### src/rtl/core/ctc_pkg.sv
`default_nettype none

package ctc_pkg;

   // Fixed field widths of the access and result items.
   localparam int ADDR_W      = 32;
   localparam int TAG_W       = 32;
   localparam int STAMP_W     = 32;
   localparam int SET_OUT_W   = 8;
   localparam int LFSR_W      = 16;
   localparam int RECIP_W     = 33;

   // Configuration port geometry.
   localparam int CSR_INDEX_W = 3;
   localparam int CSR_DATA_W  = 5;

   typedef enum logic [CSR_INDEX_W-1:0] {
      CSR_OFFSET_BITS = 3'd0,
      CSR_SET_BITS    = 3'd1,
      CSR_WAYS_USED   = 3'd2,
      CSR_REPLACEMENT = 3'd3,
      CSR_WRITE_MODE  = 3'd4
   } csr_index_type;

   // Replacement policy codes; the unused code behaves as random.
   localparam logic [1:0] REPL_FIFO   = 2'd0;
   localparam logic [1:0] REPL_LRU    = 2'd1;
   localparam logic [1:0] REPL_RANDOM = 2'd2;

   localparam logic WRITE_BACK    = 1'b0;
   localparam logic WRITE_THROUGH = 1'b1;

   localparam logic OP_READ  = 1'b0;
   localparam logic OP_WRITE = 1'b1;

   // Register reset values.
   localparam logic [4:0] OFFSET_BITS_RST = 5'd6;
   localparam logic [3:0] SET_BITS_RST    = 4'd6;
   localparam logic [3:0] WAYS_USED_RST   = 4'd4;
   localparam logic [1:0] REPLACEMENT_RST = REPL_LRU;
   localparam logic       WRITE_MODE_RST  = WRITE_BACK;

   localparam logic [3:0]        SET_BITS_CAP = 4'd8;
   localparam logic [LFSR_W-1:0] LFSR_SEED    = 16'hACE1;

   typedef enum logic {
      ST_IDLE,
      ST_UPDATE
   } ctl_state_type;

   // Decision of the lookup logic for one access.
   typedef struct packed {
      logic hit;
      logic alloc;
      logic fifo_step;
      logic lfsr_step;
   } lookup_ctl_type;

endpackage

`default_nettype wire

### src/rtl/core/ctc_lookup.sv
`default_nettype none

// Tag match, victim choice and the new contents of the set row.
module ctc_lookup #(
   parameter int WAYS   = 8,
   parameter int WAY_W  = 3,
   parameter int WCNT_W = 4
) (
   input  wire logic [WAYS-1:0][ctc_pkg::TAG_W-1:0]   row_tags,
   input  wire logic [WAYS-1:0][ctc_pkg::STAMP_W-1:0] row_stamps,
   input  wire logic [WAYS-1:0]                        row_valid,
   input  wire logic [WAYS-1:0]                        row_dirty,
   input  wire logic [WAY_W-1:0]                       row_ptr,
   input  wire logic                                   operation,
   input  wire logic [ctc_pkg::TAG_W-1:0]              tag,
   input  wire logic [WCNT_W-1:0]                      ways_eff,
   input  wire logic [1:0]                             replacement,
   input  wire logic                                   write_mode,
   input  wire logic [WAY_W-1:0]                       rnd_way,
   input  wire logic [ctc_pkg::STAMP_W-1:0]            stamp_new,
   output ctc_pkg::lookup_ctl_type                     ctl,
   output logic      [WAYS-1:0][ctc_pkg::TAG_W-1:0]   new_tags,
   output logic      [WAYS-1:0][ctc_pkg::STAMP_W-1:0] new_stamps,
   output logic      [WAYS-1:0]                        new_valid,
   output logic      [WAYS-1:0]                        new_dirty,
   output logic      [WAY_W-1:0]                       new_ptr
);

   logic                         hit;
   logic [WAY_W-1:0]             hit_way;
   logic                         free_found;
   logic [WAY_W-1:0]             free_way;
   logic [WAY_W-1:0]             lru_way;
   logic [ctc_pkg::STAMP_W-1:0]  lru_stamp;
   logic [WAY_W-1:0]             fifo_way;
   logic [WCNT_W-1:0]            fifo_inc;
   logic [WAY_W-1:0]             victim;
   logic                         wb_write;
   logic                         alloc;
   logic                         is_lru;

   assign wb_write = (write_mode == ctc_pkg::WRITE_BACK) && (operation == ctc_pkg::OP_WRITE);
   assign is_lru   = (replacement == ctc_pkg::REPL_LRU);

   // Tag match over the ways in use; the highest matching way wins.
   always_comb begin
      hit     = 1'b0;
      hit_way = '0;
      for (int w = 0; w < WAYS; w++) begin
         if ((WCNT_W'(w) < ways_eff) && row_valid[w] && (row_tags[w] == tag)) begin
            hit     = 1'b1;
            hit_way = WAY_W'(w);
         end
      end
   end

   // Lowest invalid way in use.
   always_comb begin
      free_found = 1'b0;
      free_way   = '0;
      for (int w = WAYS - 1; w >= 0; w--) begin
         if ((WCNT_W'(w) < ways_eff) && !row_valid[w]) begin
            free_found = 1'b1;
            free_way   = WAY_W'(w);
         end
      end
   end

   // Oldest stamp, lowest way on ties.
   always_comb begin
      lru_way   = '0;
      lru_stamp = row_stamps[0];
      for (int w = 1; w < WAYS; w++) begin
         if ((WCNT_W'(w) < ways_eff) && (row_stamps[w] < lru_stamp)) begin
            lru_way   = WAY_W'(w);
            lru_stamp = row_stamps[w];
         end
      end
   end

   // Round-robin pointer; an out-of-range pointer names way 0.
   always_comb begin
      fifo_way = (WCNT_W'(row_ptr) < ways_eff) ? row_ptr : '0;
      fifo_inc = WCNT_W'(fifo_way) + WCNT_W'(1);
   end

   // Access decision and victim.
   always_comb begin
      alloc = !hit && !((write_mode == ctc_pkg::WRITE_THROUGH) &&
                        (operation == ctc_pkg::OP_WRITE));
      ctl.hit       = hit;
      ctl.alloc     = alloc;
      ctl.fifo_step = alloc && !free_found && (replacement == ctc_pkg::REPL_FIFO);
      ctl.lfsr_step = alloc && !free_found && (replacement != ctc_pkg::REPL_FIFO) && !is_lru;
      priority if (hit) begin
         victim = hit_way;
      end else if (free_found) begin
         victim = free_way;
      end else if (replacement == ctc_pkg::REPL_FIFO) begin
         victim = fifo_way;
      end else if (is_lru) begin
         victim = lru_way;
      end else begin
         victim = rnd_way;
      end
   end

   // New row contents.
   always_comb begin
      new_tags   = row_tags;
      new_stamps = row_stamps;
      new_valid  = row_valid;
      new_dirty  = row_dirty;
      new_ptr    = row_ptr;
      if (hit) begin
         if (is_lru) begin
            new_stamps[victim] = stamp_new;
         end
         if (wb_write) begin
            new_dirty[victim] = 1'b1;
         end
      end else if (alloc) begin
         new_valid[victim] = 1'b1;
         new_tags[victim]  = tag;
         new_dirty[victim] = wb_write;
         if (is_lru) begin
            new_stamps[victim] = stamp_new;
         end
         if (ctl.fifo_step) begin
            new_ptr = (fifo_inc == ways_eff) ? '0 : WAY_W'(fifo_inc);
         end
      end
   end

endmodule

`default_nettype wire

### config.mk
export PLATFORM = sky130hd
export DESIGN_NAME = ctc_lookup
export DESIGN_NICKNAME = d
export VERILOG_FILES = /design/src/rtl/core/ctc_pkg.sv /design/src/rtl/core/ctc_lookup.sv
export SDC_FILE = /design/constraint.sdc
export NUM_CORES = 1
export LEC_CHECK = 0
export BUFFER_PORTS_ARGS = -buffer_cell sky130_fd_sc_hd__buf_2
export CORE_AREA = 2 2 441 443
export DETAILED_ROUTE_END_ITERATION = 10
export DIE_AREA = 0 0 443 445
export MAX_ROUTING_LAYER = met4
export SLEW_MARGIN = 10
export SYNTH_ARGS = -nofsm -noshare
export SYNTH_HDL_FRONTEND = slang
export SYNTH_SLANG_ARGS = --single-unit
### constraint.sdc
create_clock -name vclk -period 29.7
set_clock_uncertainty 0.05 [all_clocks]
set_input_delay 1.485 -clock vclk [all_inputs]
set_output_delay 1.485 -clock vclk [all_outputs]
set_load 0.03 [all_outputs]
==> impl_metrics.ini, run 1 <==
[run_status]
outcome = finished clean

[yosys]
avgSynthCellArea_um2 = 7.56
synthAdderAreaFrac_pct = 14.1
synthXorXnorAreaFrac_pct = 11.9
synthSimpleGateAreaFrac_pct = 21.2
synth_top_family_by_area = multiplexers
synth_warnings = 0
synth_mux_area_share_pct = 32.7
syn_inst = 2502
syn_area_um2 = 18900
syn-num-nets = 3320
synth-compound-area-share_pct = 13.9
synth.distinct_cells = 84
ys_seq_area_share_pct = 0

[worst_setup_path]
cp_data_required_time_ns = 28.17
worstPathMaxFanout = 67
startpoint_type = input port
path_buf_inv = 8
crit_family = compound AO/OA/AOI/OAI gates
endpoint_kind = output port
cp_slowest_cell = a2111oi_2
slowest_delay_ns = 0.74
cpMostUsedCell = a21oi_1
criticalPathCategory = in2out
worstPathArrival_ns = 25.68

[timing]
tightest_slew_ns = 1.21
setup_ws_ns = 2.49
hold_violations = 0
finalCriticalPeriod_ns = 27.21
setup_viol = 0
period_share_pct = 91.6
rsz0062_at_grt = false
whs_ns = 3.31
slew_headroom_pct = 19.6
slew_violations = 0
max_freq_ghz = 0.0367
fin_tns_setup_ns = 0

[finish]
drive_gt1_share_pct = 42.7
fillers = 22200
area_growth_pct = 47.2
seq_area_um2 = 0
nFlopsAndLatches = 0
stdcell_count = 6128
nClkBuffers = 0
nets = 4351

[job]
drv_cap = 0

[floorplan]
die-height_um = 445
start_util_pct = 9.85
ios = 1141
fp.coreArea_um2 = 192000
row_count = 161
die_w_um = 443
fp.dieArea_um2 = 197000

[route]
ant_nets = 0
drc = 0
post_drt_wl_per_cell_um = 32.3
first_iter_violations = 2024
dr.pass1.iters = 7
routed-via-count = 25200
wl_um = 198000
via_per_inst = 4.12

[placed_design]
portBuffers = 1141
gp_congestion = 0.925
place_ws_ns = 0.599
dp_hpwl_um = 178000
place_inst = 6054

[hold_path]
hold_path.class = in2out

[grt]
track_usage_pct = 19.5
antenna_found_initial = 100
grt_pass1_vias = 24800
grt_max_degree = 68
grt_pass1_wl_um = 248000
overflow = 0

[power_and_ir_drop]
power_leakage_nw = 12.4
ir_drop_mv = 0.0369
finalPower_mw = 1.01
powerDensity_nw_per_um2 = 36.4
cell type report:
cell class	instances	area, µm²	share of cell area, %
well taps	2526	3160	11.4
multi-input cells	2217	17900	64.3
diodes	71	178	0.638
inverters	127	477	1.71
repair buffers	1187	6120	22.0
metal layers:
layer | part of all wire, % | track usage (%) | vias to the layer above
li1 | - | - | 11300
met1 | 33 | 18.3 | 12300
met2 | 56 | 38.0 | 1368
met3 | 5.0 | 2.45 | 352
met4 | 6.6 | 10.9 | 0
met5 | 0 | - | -
cells by family after synthesis:
group,Yosys count
XOR/XNOR,256
buffers and inverters,287
AND/OR/NAND/NOR,759
adder cells (fa/ha/maj),214
AO/OA/AOI/OAI,433
multiplexers,553
Yosys cell counts, types with 6 or more instances:
| master | number | area share (%) |
|---|---|---|
| a21oi_1 | 172 | 4.6 |
| nand2_1 | 184 | 3.7 |
| o21ai_0 | 119 | 3.1 |
| nor2b_1 | 42 | 1.4 |
| nor3b_1 | 7 | 0.28 |
| buf_4 | 10 | 0.40 |
| nand4b_1 | 7 | 0.32 |
| xor2_1 | 128 | 5.9 |
| nor4_1 | 44 | 1.5 |
| and4_1 | 13 | 0.60 |
| ha_1 | 212 | 14 |
| buf_1 | 8 | 0.16 |
| nand4_1 | 65 | 2.2 |
| a211oi_1 | 9 | 0.36 |
| xnor2_1 | 128 | 5.9 |
| nor3_1 | 36 | 0.95 |
| mux2_1 | 263 | 16 |
| nor4b_1 | 11 | 0.51 |
| buf_2 | 47 | 1.2 |
| or2_2 | 12 | 0.40 |
| or4_1 | 16 | 0.64 |
| a2111oi_0 | 6 | 0.28 |
| clkbuf_1 | 95 | 1.9 |
| or3_1 | 8 | 0.26 |
| and3_1 | 8 | 0.26 |
| o221ai_1 | 6 | 0.28 |
| o31a_1 | 6 | 0.28 |
| mux2i_1 | 36 | 1.9 |
| and2_1 | 6 | 0.20 |
| nand2b_1 | 43 | 1.4 |
| o22ai_1 | 6 | 0.20 |
| a21o_1 | 34 | 1.3 |
| o211ai_1 | 6 | 0.24 |
| a31oi_1 | 10 | 0.33 |
| nor2_1 | 185 | 3.7 |
| nand3_1 | 34 | 0.90 |
| inv_1 | 127 | 2.5 |
| mux2_2 | 253 | 15 |
tightest hold or removal path: cells and delay by family:
kind     cells  cell delay (ns)
mux          1             0.11
buf+inv      2             0.27
placed cells by master, fill, tap and decap left out, drive strengths merged, types with 8 or more instances in the layout:
cell type,count
and3,8
a21o,34
o21ai,122
mux2i,36
xnor2,128
and4,13
nand4,65
xor2,128
nor4b,11
or2,13
nor2,190
a21oi,174
or4,16
a31oi,10
buf,1187
nor3,44
inv,127
diode,71
mux2,517
a211oi,11
nor2b,42
or3,8
nor4,46
nand3,37
nand2b,43
ha,212
nand2,185
worst paths after layout:
kind	end	slack, ns	startpoint	cells after the start
worst min-delay path	new_tags[102]	3.31	row_tags[102]	3
worst max-delay path	new_tags[57]	2.49	row_stamps[11]	103
repair_timing:
item	4_1_cts	5_1_grt
setup buffers	0	1
endpoints found under the hold margin	0	0
setup endpoints to repair	0	505
hold buffers	0	0
gates resized for setup	0	6
stage by stage:
stage	util (%)	area [µm²]
after floorplan	-	18900
after global routing	14.5	27800
after CTS	14.4	27600
after global placement	14.4	27600
final	14.5	27800
after detailed placement	14.4	27600
report_power, final:
part / switching (mW) / leakage [nW] / total (mW) / internal (mW)
clock network: 0 / 0.000450 / 0.0000000941 / 0.0000000937
logic: 0.675 / 12.4 / 1.01 / 0.337
registers: 0 / 0 / 0 / 0
total: 0.675 / 12.4 / 1.01 / 0.337
Note: power is estimated with default switching activity, not from simulation.
==> run 2: changes to the inputs <==
--- a/config.mk
+++ b/config.mk
@@ -6,9 +6,9 @@
 export NUM_CORES = 1
 export LEC_CHECK = 0
 export BUFFER_PORTS_ARGS = -buffer_cell sky130_fd_sc_hd__buf_2
-export CORE_AREA = 2 2 441 443
+export CORE_AREA = 2 2 444 446
 export DETAILED_ROUTE_END_ITERATION = 10
-export DIE_AREA = 0 0 443 445
+export DIE_AREA = 0 0 446 448
 export MAX_ROUTING_LAYER = met4
 export SLEW_MARGIN = 10
 export SYNTH_ARGS = -nofsm -noshare
==> run 2 against run 1 <==
Net effect: count of clock-buffer cells in the layout stayed put; fmax down 1.5%; via count rose by 2.5%.
==> impl_metrics.ini, run 2 (same netlist as run 1, synthesis figures left out) <==
[run_status]
outcome = finished clean

[floorplan]
fp.coreArea_um2 = 195000
start_util_pct = 9.72
die-height_um = 448
row_count = 162
die_w_um = 446
fp.dieArea_um2 = 200000
ios = 1141

[worst_setup_path]
cpMostUsedCell = a21oi_1
endpoint_kind = output port
worstPathArrival_ns = 26.08
cp_slowest_cell = nor2_4
startpoint_type = input port
worstPathMaxFanout = 33
criticalPathCategory = in2out
cp_data_required_time_ns = 28.17
slowest_delay_ns = 0.77

[job]
drv_cap = 0

[timing]
fin_tns_setup_ns = 0
tightest_slew_ns = 1.07
slew_violations = 0
period_share_pct = 93.0
finalCriticalPeriod_ns = 27.62
slew_headroom_pct = 28.4
setup_viol = 0
hold_violations = 0
whs_ns = 3.31
max_freq_ghz = 0.0362
rsz0062_at_grt = false

[finish]
seq_area_um2 = 0
area_growth_pct = 48.9
fin_util_pct = 14.5
nFlopsAndLatches = 0
final_cell_mix = buf_2, mux2_1, mux2_2
drive_gt1_share_pct = 43.1
layout_commonest_cell = buf_2
nClkBuffers = 0
nets = 4377

[hold_path]
holdPathEnd = new_tags[119]
hold_depth = 3
hold_path.class = in2out
holdCritStartpoint = row_tags[119]

[route]
dr.pass1.iters = 5
drc = 0
wl_um = 204000
routed-via-count = 25900
first_iter_violations = 2026
ant_nets = 0
post_drt_wl_per_cell_um = 33.0
via_per_inst = 4.18

[grt]
grt_pass1_wl_um = 249000
grt_max_degree = 34
grt_pass1_vias = 24700
track_usage_pct = 19.5
overflow = 0
antenna_found_initial = 107

[placed_design]
gp_congestion = 0.922
portBuffers = 1141
dp_hpwl_um = 181000

[cts]
cts_hold_buf = 0
==> run 2: cell types whose count changed in the layout (fill, tap and decap cells not counted), sizes merged <==
cell   previous run  this run
buf            1187      1210
diode            71        94
nor2            190       192
nor3             44        45
==> run 2: cell type report <==
| cell class | count | area (µm²) |
|---|---|---|
| Timing Repair Buffer | 1210 | 6320 |
| Multi-Input combinational cell | 2220 | 17900 |
| Inverter | 127 | 477 |
| Fill cell | 22400 | 166000 |
| Antenna cell | 94 | 235 |
| Tap cell | 2542 | 3180 |
==> run 2: what timing repair did <==
item,CTS,global route
cloned,1,4
endpoints found under the setup margin,114,523
resized for setup,3,6
setup buffers,0,5
pin swaps,1,5
==> run 2: critical path: cells and delay by family <==
family          cells  cell delay (ns)
buf+inv            10             2.32
simple gates       36             7.89
mux                 2             0.84
fa+ha+maj           7             2.15
compound gates     51            11.15
==> run 2: how the worst max path moves through the flow <==
stage	slack, ns	cells past startpoint	from	end
3_3_place_gp	0.008	105	row_stamps[1]	new_stamps[145]
3_5_place_dp	-0.41	104	row_stamps[1]	new_stamps[158]
6_report	2.08	106	row_stamps[30]	new_stamps[181]
5_1_grt	0.06	109	row_stamps[30]	new_stamps[181]
4_1_cts	0.20	104	row_stamps[1]	new_stamps[242]
2_1_floorplan	7.71	112	row_stamps[11]	new_tags[226]
==> run 2: per-stage QoR <==
step,area (µm²),instances,setup WS (ns)
final,28200,6193,2.08
after CTS,27800,6090,0.196
after floorplan,18900,2502,7.71
after global placement,27800,6089,0.00835
after detailed placement,27800,6089,-0.410
after global routing,28100,6176,0.0628
==> run 2: per-layer routing <==
metal / share of wire [%] / track usage [%]
met1: 32 / 17.5
met2: 57 / 39.3
met3: 5.4 / 3.03
met4: 5.7 / 9.58
met5: 0 / -
==> run 3: changes to the inputs <==
--- a/config.mk
+++ b/config.mk
@@ -10,6 +10,7 @@
 export DETAILED_ROUTE_END_ITERATION = 10
 export DIE_AREA = 0 0 446 448
 export MAX_ROUTING_LAYER = met4
+export RECOVER_POWER = 25
 export SLEW_MARGIN = 10
 export SYNTH_ARGS = -nofsm -noshare
 export SYNTH_HDL_FRONTEND = slang
==> constraint.sdc (replaced) <==
create_clock -name vclk -period 23.8
set_clock_uncertainty 0.05 [all_clocks]
set_input_delay 1.19 -clock vclk [all_inputs]
set_output_delay 1.19 -clock vclk [all_outputs]
set_load 0.03 [all_outputs]
==> run 3 against run 2 <==
Net effect: the run now ends with capacitance limit, slew limit left; global-route usage increased by 0.45 points; via count increased by 0.49%; die area unchanged; sequential share of layout area stayed put; critical path depth grew 3; count of clock-buffer cells in the layout did not move; cell count increased by 0.94%; core utilization is 0.56 points higher; worst hold slack lost 0.59 ns; first-iteration DRC count is 1.3% higher; largest cell class unchanged.
==> impl_metrics.ini, run 3 (same netlist as run 1, synthesis figures left out) <==
[floorplan]
die_w_um = 446
ios = 1141
fp.coreArea_um2 = 195000
die-height_um = 448
row_count = 162
start_util_pct = 9.72
fp.dieArea_um2 = 200000

[route]
post_drt_wl_per_cell_um = 33.2
routed-via-count = 26000
dr.pass1.iters = 5
wl_met3_um = 10600
wl_um = 207000
ant_nets = 0
drc = 0
wl_met2_um = 117000
via_per_inst = 4.16
dr.max_layer_used = met4
first_iter_violations = 2052
met1_length_um = 65400

[hold_path]
hold_path.class = in2out

[finish]
nets = 4450
drive_gt1_share_pct = 44.8
area_growth_pct = 54.7
nFlopsAndLatches = 0
postLayoutCellArea_um2 = 29200
fin_util_pct = 15.0
seq_area_um2 = 0
stdcell_count = 6251
layout_commonest_cell = buf_2
nClkBuffers = 0
final_cell_mix = buf_2, mux2_1, mux2_2

[power_and_ir_drop]
ir_drop_mv = 0.0250
power_leakage_nw = 13.1
powerDensity_nw_per_um2 = 47.6

[placed_design]
place_area_um2 = 28600
place_inst = 6148
dp_hpwl_um = 186000
gp_congestion = 0.913
portBuffers = 1141
place_ws_ns = -2.64

[worst_setup_path]
cp_data_required_time_ns = 22.56
slowest_delay_ns = 0.51
worstPathMaxFanout = 42
worstPathArrival_ns = 21.07
cpMostUsedCell = a21oi_1
criticalPathCategory = in2out
endpoint_kind = output port
cp_slowest_cell = or4_1
crit_family = compound AO/OA/AOI/OAI gates
path_buf_inv = 18
startpoint_type = input port

[timing]
tightest_slew_ns = 1.86
slew_violations = 17
period_share_pct = 93.7
finalCriticalPeriod_ns = 22.31
setup_ws_ns = 1.49
setup_viol = 0
slew_headroom_pct = -23.7
max_freq_ghz = 0.0448
hold_violations = 0
whs_ns = 2.72

[grt]
grt_max_degree = 43
grt_pass1_wl_um = 255000
grt_pass1_vias = 25100
track_usage_pct = 20.0
antenna_found_initial = 107
overflow = 0

[cts]
cts_hold_buf = 0

[job]
drv_cap = 1

[run_status]
outcome = complete, but fails checks
failed_checks = capacitance limit, slew limit
[run 3: cell types whose count changed in the layout (fill, tap and decap cells not counted), moves of 4 or more]
| cell | delta |
|---|---|
| clkbuf_1 | +7 |
| o21ai_1 | +5 |
| o21ai_2 | +4 |
| buf_2 | -7 |
| o21ai_0 | -9 |
| buf_12 | +29 |
| a21oi_1 | -11 |
| diode_2 | -15 |
| a21oi_2 | +11 |
| buf_4 | +42 |
[run 3: path summary, 6_finish.rpt]
path	start	end	cells after the start
setup / recovery	row_stamps[27]	new_tags[255]	109
hold / removal	row_tags[113]	new_tags[113]	3
[run 3: worst min-delay path, cell delays in order]
cell and delay, ns:
buf_2 0.09, mux2_1 0.11, buf_2 0.18
[run 3: area by class of cell]
class	instances	area, µm²
Tap cell	2542	3180
Fill cell	22400	165000
Inverter	127	477
Antenna cell	79	198
Timing Repair Buffer	1286	7300
Multi-Input combinational cell	2217	18100
[run 3: where the power goes]
part	total (mW)	switching (mW)	leakage, nW	internal [mW]
combinational	1.39	0.912	13.1	0.482
sequential	0	0	0	0
clock	0.000000341	0	0.000501	0.000000340
total	1.39	0.912	13.1	0.482
[run 3: repair_timing]
| item | in CTS | in global routing |
|---|---|---|
| pin swaps | 8 | 12 |
| gates cloned | 2 | 3 |
| setup endpoints to repair | 528 | 528 |
| gates resized for setup | 16 | 44 |
| buffers inserted | 9 | 10 |
[run 3: routing by layer]
layer	track usage (%)	vias to the layer above
li1	-	11500
met1	17.8	12600
met2	39.4	1479
met3	2.98	464
met4	12.1	0
met5	-	-
[run 3: metrics by stage]
stage / power (mW) / setup TNS (ns)
2_1_floorplan: 0.768 / 0
3_3_place_gp: 1.35 / -1131.19
3_5_place_dp: 1.36 / -1262.10
4_1_cts: 1.38 / 0
5_1_grt: 1.51 / -0.0308
6_report: 1.39 / 0
